[src/rtl/wlcl_pkg.sv]
// shared types, constants and codes of the window/level colour lookup unit
package wlcl_pkg;

    localparam int TABLE_DEPTH = 256;
    localparam int TABLE_AW    = (TABLE_DEPTH > 1) ? $clog2(TABLE_DEPTH) : 1;

    localparam int SAMPLE_W = 24;
    localparam int SCALE_W  = 32;
    localparam int COLOUR_W = 32;
    localparam int SLOT_W   = 8;
    localparam int PROD_W   = SAMPLE_W + SCALE_W;
    localparam int FRAC_W   = 24;
    localparam int CFG_IW   = 3;

    typedef enum logic [CFG_IW-1:0] {
        REG_RANGE_LOW    = 3'd0,
        REG_RANGE_HIGH   = 3'd1,
        REG_INDEX_SCALE  = 3'd2,
        REG_BELOW_COLOUR = 3'd3,
        REG_ABOVE_COLOUR = 3'd4
    } cfg_index_t;

    typedef enum logic {
        OP_LOAD = 1'b0,
        OP_MAP  = 1'b1
    } opcode_t;

    typedef enum logic [1:0] {
        ST_IN_WINDOW = 2'd0,
        ST_BELOW     = 2'd1,
        ST_ABOVE     = 2'd2,
        ST_LOADED    = 2'd3
    } status_t;

    typedef struct packed {
        logic signed [SAMPLE_W-1:0] range_low;
        logic signed [SAMPLE_W-1:0] range_high;
        logic [SCALE_W-1:0]         index_scale;
        logic [COLOUR_W-1:0]        below_colour;
        logic [COLOUR_W-1:0]        above_colour;
    } cfg_t;

    // load enables of the index datapath stages
    typedef struct packed {
        logic s2;
        logic s3;
        logic s4;
    } pipe_adv_t;

endpackage

[src/rtl/wlcl_cfg_regs.sv]
// configuration register bank of the window/level colour lookup unit
module wlcl_cfg_regs (
    input  logic                        aclk,
    input  logic                        aresetn,
    input  logic                        cfg_wr_en,
    input  logic [wlcl_pkg::CFG_IW-1:0] cfg_wr_index,
    input  logic [31:0]                 cfg_wr_data,
    output wlcl_pkg::cfg_t              cfg
);
    import wlcl_pkg::*;

    cfg_t cfg_reg;
    cfg_t cfg_next;

    always_comb begin
        cfg_next = cfg_reg;
        if (cfg_wr_en) begin
            case (cfg_wr_index)
                REG_RANGE_LOW:    cfg_next.range_low    = cfg_wr_data[SAMPLE_W-1:0];
                REG_RANGE_HIGH:   cfg_next.range_high   = cfg_wr_data[SAMPLE_W-1:0];
                REG_INDEX_SCALE:  cfg_next.index_scale  = cfg_wr_data[SCALE_W-1:0];
                REG_BELOW_COLOUR: cfg_next.below_colour = cfg_wr_data[COLOUR_W-1:0];
                REG_ABOVE_COLOUR: cfg_next.above_colour = cfg_wr_data[COLOUR_W-1:0];
                default:          cfg_next = cfg_reg;
            endcase
        end
    end

    always_ff @(posedge aclk) begin
        if (!aresetn) begin
            cfg_reg.range_low    <= '0;
            cfg_reg.range_high   <= 24'sh7FFFFF;
            cfg_reg.index_scale  <= 32'h0100_0000;
            cfg_reg.below_colour <= '0;
            cfg_reg.above_colour <= '0;
        end else begin
            cfg_reg <= cfg_next;
        end
    end

    assign cfg = cfg_reg;

endmodule

[config.mk]
export PLATFORM = sky130hd
export DESIGN_NAME = wlcl_cfg_regs
export DESIGN_NICKNAME = d
export VERILOG_FILES = /design/src/rtl/wlcl_pkg.sv /design/src/rtl/wlcl_cfg_regs.sv
export SDC_FILE = /design/constraint.sdc
export NUM_CORES = 1
export LEC_CHECK = 0
export ABC_CLOCK_PERIOD_IN_PS = 1400
export BUFFER_PORTS_ARGS = -buffer_cell sky130_fd_sc_hd__buf_2
export CAP_MARGIN = 15
export CELL_PAD_IN_SITES_DETAIL_PLACEMENT = 1
export CELL_PAD_IN_SITES_GLOBAL_PLACEMENT = 1
export CORE_MARGIN = 2
export CORE_UTILIZATION = 30
export CTS_CLUSTER_DIAMETER = 100
export DETAILED_ROUTE_END_ITERATION = 7
export GPL_TIMING_DRIVEN = 0
export PLACE_DENSITY = 0.73
export SYNTH_ARGS = -nofsm -noshare
export SYNTH_HDL_FRONTEND = slang
export SYNTH_SLANG_ARGS = --single-unit
[constraint.sdc]
create_clock -name aclk -period 1.4 [get_ports aclk]
set_input_delay 0.35 -clock aclk [delete_from_list [all_inputs] [get_ports aclk]]
set_output_delay 0.35 -clock aclk [all_outputs]
set_load 0.01 [all_outputs]
==> reports/results.tsv <==
metric	value	unit
die-area	19600	um2
cp-end-kind	output pin	
drive_gt1_share	32.5	%
setup_violations	0	
clk_latency	420	ps
report.final.hold_viol_count	0	
clk_pin_slew	60	ps
worst-path-buf-inv	1	
status	complete, but fails checks	
fmax	0.778	GHz
grt_pass1_wl	26700	um
p_comb_share	6.9	%
drc	10	
wl	17300	um
hpwl	12500	um
io_buffers	180	
grt_pass1_vias	4642	
via_count	4367	
start_kind	flop	
synthCells	532	
num_io_pins	182	
htreeDepth	4	
max-clock-path-buffers	2	
post_cts_buffers	0	
largest_reg_flops	144	
post-route-util	40.6	%
drt_iter0_markers	111	
antenna_found_initial	1	
finalCritPeriodShare	91.9	%
reg2regPathDepth	2	
yosysUniqueCellTypes	13	
violations	design-rule violations	
swShare	23.8	%
p_leak	0.00352	uW
yosys-top-cells-area	dfxtp_1, mux2i_1, nand2_1, nor2b_1, buf_6	
core_region_area	18100	um2
die_w	140	um
crit_slowest_cell	dfxtp_1	
grt_usage	17.9	%
seq_power_share	44.2	%
fin_nets	769	
power.switching	2280	uW
gp_congestion	0.730	
synth-seq-cells	144	
cts_sinks	144	
fin_skew	0	ps
tightestPinTransition	686	ps
p_clk_share	48.9	%
root_buffer	clkbuf_16	
cp.depth	1	
cts_buffers	17	
total_power	9590	uW
drv_cap	0	
cts_hold_buf	0	
min_delay_path_depth	3	
netlist_area	5550	um2
syn_area_per_cell	10.4	um2
cp_max_fo	2	
die_h	140	um
wire_per_inst	17.8	um
start_util	30.7	%
rsz0062_at_grt	false	
via_per_inst	4.49	
dr.pass1.iters	6	
ctsResizeCount	0	
cts_tree	done	
slowest_delay	360	ps
slew_headroom	54.2	%
grt_overflow	0	
critPathRequiredTime	1050	ps
path_cells	buf_2	
syn_nets	570	
instances_no_fill	973	
cp.arrival	940	ps
ir_worst_vdd	0.000825	V
min_path_type	in -> reg	
drtAntennaViolNets	0	
dp.cells	941	
fillerInstances	2085	
grt_max_degree	17	
internal_power	7310	uW
yosys.area.top_type	dfxtp_1	
num_antenna_cells	0	
power_density	1310	nW/um2
cpLargestDelayFamily	flip-flops	
ys_seq_area_share	51.9	%
fp-row-count	49	
critPathKind	reg -> out	
synth_top_cell_area_share	51.9	%
area_delta_synth_final	32.3	%
slew_violations	0	
post-route-min-period	1290	ps
yosys_warnings	0	
[cells in the mapped netlist (all sizes together)]
library cell,count
and4bb,2
nand4b,1
mux2i,144
buf,30
clkbuf,9
nor2b,48
dfxtp,144
nor4b,1
nand2,152
nand4bb,1
[layout make-up]
cell class | count | area [um2] | area share [%]
tap | 229 | 287 | 3.90
clock buffer | 20 | 447 | 6.08
sequential | 144 | 2880 | 39.3
buffer | 39 | 289 | 3.94
multi-input combinational | 349 | 2380 | 32.4
clock inverter | 12 | 159 | 2.16
timing repair buffer | 180 | 901 | 12.3
[placed cells by master (no fill, tap or decap)]
cell,count
buf_12,2
nor4b_2,1
nand2_1,152
dfxtp_1,144
buf_6,10
bufinv_16,3
clkbuf_1,11
clkinv_2,2
mux2i_1,144
buf_4,5
nand4bb_1,1
nor2b_1,48
buf_2,193
nand4b_2,1
clkinv_4,3
clkinvlp_4,2
inv_6,2
clkbuf_8,1
and4bb_1,2
clkbuf_16,17
[power by group through the flow]
stage | combinational (uW) | sequential, uW | clock [uW]
after global placement | 664 | 4320 | 0
after global routing | 721 | 4250 | 4980
after floorplan | 328 | 4370 | 0
after detailed placement | 673 | 4330 | 0
final | 660 | 4240 | 4690
after CTS | 675 | 4240 | 4780
[metal layers]
metal	wire, um	vias up	GRT usage (%)
met4	184	2	4.73
met3	1130	15	6.56
met5	13	-	0
met2	8260	120	29.8
met1	7710	2090	21.9
li1	-	2140	-
[worst paths after layout]
path | from | endpoint | slack, ps
worst max-delay path | cfg[136] | cfg[136] | 110
worst min-delay path | cfg_wr_data[0] | cfg[96] | 200
worst max register to register | cfg[97] | cfg[97] | 750
worst min register to register | cfg[122] | cfg[122] | 450
[logic make-up after synthesis]
family | share of synthesized area, %
buffers and inverters | 5.21
and+or+nand+nor | 16.9
DFF | 51.9
muxes | 26.0
[per-stage QoR]
| stage | worst slack (ps) | hold WS [ps] | setup TNS, ps | area, um2 |
|---|---|---|---|---|
| finish | 114 | 203 | 0 | 7340 |
| global route | 58.1 | 201 | 0 | 7340 |
| CTS | 96.0 | 193 | 0 | 7340 |
| detailed placement | -105 | 447 | -2530 | 6740 |
| global placement | -77.3 | 440 | -1570 | 6740 |
| floorplan | 234 | 479 | 0 | 5550 |
Note: power is estimated with default switching activity, not from simulation.
