<file path="config.mk">
export PLATFORM = sky130hd
export DESIGN_NAME = wlcl_index_pipe
export DESIGN_NICKNAME = d
export VERILOG_FILES = /design/src/rtl/wlcl_pkg.sv /design/src/rtl/wlcl_index_pipe.sv
export SDC_FILE = /design/constraint.sdc
export NUM_CORES = 2
export LEC_CHECK = 0
export BUFFER_PORTS_ARGS = -buffer_cell sky130_fd_sc_hd__buf_2
export CORE_MARGIN = 10
export CORE_UTILIZATION = 50
export CTS_CLUSTER_SIZE = 40
export DETAILED_ROUTE_END_ITERATION = 7
export PLACE_DENSITY = 0.66
export SETUP_SLACK_MARGIN = 0.4
export SYNTH_ARGS = -nofsm -noshare
export SYNTH_HDL_FRONTEND = slang
export SYNTH_SLANG_ARGS = --single-unit
</file>
<file path="constraint.sdc">
create_clock -name aclk -period 10 [get_ports aclk]
set_clock_uncertainty 0.15 [all_clocks]
set_input_delay 2 -clock aclk [delete_from_list [all_inputs] [get_ports aclk]]
set_output_delay 2 -clock aclk [all_outputs]
set_load 0.02 [all_outputs]
</file>
<file path="src/rtl/wlcl_pkg.sv">
// shared types, constants and codes of the window/level colour lookup unit
package wlcl_pkg;

    localparam int TABLE_DEPTH = 256;
    localparam int TABLE_AW    = (TABLE_DEPTH > 1) ? $clog2(TABLE_DEPTH) : 1;

    localparam int SAMPLE_W = 24;
    localparam int SCALE_W  = 32;
    localparam int COLOUR_W = 32;
    localparam int SLOT_W   = 8;
    localparam int PROD_W   = SAMPLE_W + SCALE_W;
    localparam int FRAC_W   = 24;
    localparam int CFG_IW   = 3;

    typedef enum logic [CFG_IW-1:0] {
        REG_RANGE_LOW    = 3'd0,
        REG_RANGE_HIGH   = 3'd1,
        REG_INDEX_SCALE  = 3'd2,
        REG_BELOW_COLOUR = 3'd3,
        REG_ABOVE_COLOUR = 3'd4
    } cfg_index_t;

    typedef enum logic {
        OP_LOAD = 1'b0,
        OP_MAP  = 1'b1
    } opcode_t;

    typedef enum logic [1:0] {
        ST_IN_WINDOW = 2'd0,
        ST_BELOW     = 2'd1,
        ST_ABOVE     = 2'd2,
        ST_LOADED    = 2'd3
    } status_t;

    typedef struct packed {
        logic signed [SAMPLE_W-1:0] range_low;
        logic signed [SAMPLE_W-1:0] range_high;
        logic [SCALE_W-1:0]         index_scale;
        logic [COLOUR_W-1:0]        below_colour;
        logic [COLOUR_W-1:0]        above_colour;
    } cfg_t;

    // load enables of the index datapath stages
    typedef struct packed {
        logic s2;
        logic s3;
        logic s4;
    } pipe_adv_t;

endpackage

</file>
<file path="src/rtl/wlcl_index_pipe.sv">
// three-stage table index datapath: offset, multiply, round and cap
module wlcl_index_pipe (
    input  logic                                 aclk,
    input  wlcl_pkg::pipe_adv_t                  adv,
    input  logic signed [wlcl_pkg::SAMPLE_W-1:0] sample,
    input  logic signed [wlcl_pkg::SAMPLE_W-1:0] range_low,
    input  logic [wlcl_pkg::SCALE_W-1:0]         index_scale,
    output logic [wlcl_pkg::TABLE_AW-1:0]        table_index
);
    import wlcl_pkg::*;

    localparam int RND_W = PROD_W + 1;
    localparam int IDX_W = RND_W - FRAC_W;

    logic [SAMPLE_W-1:0]  diff_reg;
    logic [PROD_W-1:0]    prod_reg;
    logic [TABLE_AW-1:0]  index_reg;

    logic signed [SAMPLE_W:0] diff_full;
    logic [RND_W-1:0]         rounded;
    logic [IDX_W-1:0]         raw_index;
    logic [TABLE_AW-1:0]      index_next;

    // only meaningful inside the window, where the offset fits 24 bits unsigned
    assign diff_full = {sample[SAMPLE_W-1], sample} - {range_low[SAMPLE_W-1], range_low};

    assign rounded   = {1'b0, prod_reg} + (RND_W'(1) << (FRAC_W - 1));
    assign raw_index = rounded[RND_W-1:FRAC_W];

    always_comb begin
        if (raw_index > IDX_W'(TABLE_DEPTH - 1)) begin
            index_next = TABLE_AW'(TABLE_DEPTH - 1);
        end else begin
            index_next = raw_index[TABLE_AW-1:0];
        end
    end

    always_ff @(posedge aclk) begin
        if (adv.s2) begin
            diff_reg <= diff_full[SAMPLE_W-1:0];
        end
        if (adv.s3) begin
            prod_reg <= PROD_W'(diff_reg) * PROD_W'(index_scale);
        end
        if (adv.s4) begin
            index_reg <= index_next;
        end
    end

    assign table_index = index_reg;

endmodule

</file>
==> metrics.cfg <==
[yosys]
synthTopCellsByArea=fa_1 47%, inv_1 10%, ha_1 9.1%, and2_1 8.9%, edfxtp_1 7.0%
synth_common_cells=745 x inv_1, 658 x fa_1, 431 x nand2_1
synth-edff-count=65
synthesis.area_mm2=0.0277
yosysSeqAreaShare_pct=7.03
muxShareOfSynthArea_pct=0.0767
synth_top_area_share_pct=47.5
synth_xor_area_share_pct=2.08
synth-seq-cells=65
yosys.area.top_type=fa_1
synth_fp_nets=3984
avgSynthCellArea_um2=9.13
syn_inst=3040
synth_top_family_by_area=adder cells
yosys.cell_types.count=66
synthFlopType=edfxtp_1
synth-compound-area-share_pct=4.60
yosysMostFrequentCell=inv_1
ys_warn_count=0
synthArstFlopShare_pct=0
synth-simple-area-share_pct=17.6
synth_fa_ha_area_share_pct=56.6

[die]
ios=92
initial_core_util_pct=50.5
rows=86
die_h_um=256
design.core.area_mm2=0.0550
fp.dieW_um=256
die_area_mm2=0.0653

[detailed_routing]
finalWirelength_um=71800
drtAntennaViolNets=0
first_pass_iters=5
drt_iter0_drc=1029
vias_per_cell=5.35
drt-wirelength-per-cell_um=18.9
num_vias=20261
drc=0

[cts]
numCtsBuffers=9
clock_sinks=65
clk_latency_ps=370
clock-root-buffer=clkbuf_16
cts.clk_slew.worst_paths_ps=60
htree_levels=3
cts_resized=0
ctsLongestPathBuffers=2
cts_setup_buffers=0
cts_hold_buf=0
cts_tree=done

[setup_path]
critPathLaunch=index_scale[21]
endpoint_kind=flop
critPathLaunchType=input pin
cp_top_family=adder cells
cpPeakStageDelay_ps=600
worst-path-buf-inv=6
cp_cell_sequence=buf_2 > and2_1 > fa_1 > fa_1 > inv_1 > fa_1 > fa_1 > inv_1 > fa_1 > fa_1 > inv_1 > fa_1 > inv_1 > ha_1 > a21oi_1 > o21bai_1 > a21o_1 > a2111oi_1 > buf_4 > o32a_1 > nand3_1 > a31oi_1 > a31oi_1 > xor2_1
cpMostUsedCell=fa_1
reg2reg_from=diff_reg[3]
required_ps=9940
setup.worst_path.class=input pin to flop
critPathSlowestCell=a2111oi_1
cp_data_arrival_time_ps=9140
critPathMaxFanout=24

[global_route]
grt_max_degree=34
gr-total-overflow=0
grt.met1_usage_pct=25.8
use_met2_pct=42.0
grt_busiest_layer=met2
grt_pass1_wl_um=118000
grt_antenna_before_repair=1
grt_pass1_vias=22823
grt_usage_pct=22.5
grtUsageMet3_pct=2.42

[sta]
drv_slew=0
rsz0062_at_grt=no
min_period_ps=9200
period_share_pct=92.0
hold_violations=0
worstMarginPinSlew_ps=1290
fmax_ghz=0.109
setup_viol=0
finalSetupTns_ps=0
relSlewSlack_pct=14.0

[run]
drv_cap=0

[place]
io_buffers=91
gp_congestion=0.875
hpwlAfterDp_um=57000

[worst_hold_path]
hold_path_class=flop to flop
hold_path.startpoint=prod_reg[31]

[finish]
nets=3978
largest_reg_flops=33
drive_gt1_share_pct=5.07
syn_to_final_growth_pct=5.15

[status]
status=finished, final reports clean

==> per-layer routing <==
layer  vias to the layer above  share of wire (%)  wire (um)
met5                         -              0.013          9
met4                         2                4.0       2890
met3                       162                4.3       3080
met2                       582                 54      38800
met1                     10613                 38      27000
li1                       8902                  -          -
==> cells in the final DEF (no fill, tap or decap), types with 6 or more instances in the layout <==
| master | instances |
|---|---|
| edfxtp_1 | 65 |
| ha_1 | 202 |
| o21bai_1 | 6 |
| nor3_1 | 10 |
| o21ai_0 | 27 |
| nor2b_1 | 7 |
| nor4_1 | 6 |
| nand4_1 | 15 |
| a31oi_1 | 16 |
| a21o_1 | 35 |
| and3_1 | 11 |
| a21oi_1 | 64 |
| inv_1 | 745 |
| xor2_1 | 24 |
| xnor2_1 | 42 |
| nor2_1 | 42 |
| nand2_1 | 431 |
| clkbuf_16 | 9 |
| fa_1 | 658 |
| buf_2 | 91 |
| nand3_1 | 20 |
| nand2b_1 | 7 |
| o21a_1 | 7 |
| and2_1 | 396 |
| buf_4 | 32 |
==> worst reg2reg max path, stage by stage (launching register included) <==
cell and delay (ps):
edfxtp_1 1000, buf_4 380, nand2_1 110, fa_1 550, inv_1 50, fa_1 480, inv_1 60, fa_1 480
fa_1 550, inv_1 60, fa_1 480, fa_1 490, inv_1 50, fa_1 470, inv_1 40, ha_1 330
a21oi_1 200, o21bai_1 90, a21o_1 200, a2111oi_1 600, buf_4 240, o32a_1 240, nand3_1 110, a31oi_1 350
a31oi_1 150, xor2_1 180
==> layout make-up <==
| class | instances | area, um^2 |
|---|---|---|
| fill | 5061 | 25800 |
| multi-input combinational | 2090 | 22500 |
| inverter | 745 | 2800 |
| sequential | 65 | 1950 |
| tap | 748 | 936 |
| timing repair buffer | 123 | 696 |
| clock buffer | 10 | 229 |
| clock inverter | 6 | 91.3 |
| antenna | 1 | 2.50 |
==> kinds of logic after synthesis <==
family | Yosys count
XOR/XNOR | 66
adder cells (fa/ha/maj) | 860
buffers and inverters | 885
flip-flops | 65
AND/OR/NAND/NOR | 966
AO/OA/AOI/OAI | 196
multiplexers | 2
==> per-stage QoR <==
step | cell area [um^2] | instances | hold slack, ps | util (%) | setup WS (ps)
floorplan | 27700 | 3040 | 426 | - | 1520
global placement | 28900 | 3771 | 464 | 52.5 | 491
detailed placement | 28900 | 3771 | 467 | 52.5 | 440
CTS | 29200 | 3787 | 491 | 53.1 | 808
global route | 29200 | 3787 | 532 | 53.1 | 482
finish | 29200 | 3788 | 488 | 53.1 | 800
==> path summary, 6_finish.rpt <==
check / cells after the start / endpoint / slack, ps
max reg2reg: 25 / prod_reg[43] / 1640
max: 24 / prod_reg[43] / 800
min reg2reg: 2 / table_index[7] / 490
min: 2 / table_index[7] / 490
Power is not shown: default switching activity piles up to over one toggle a cycle in this logic, so the estimate is an artifact.
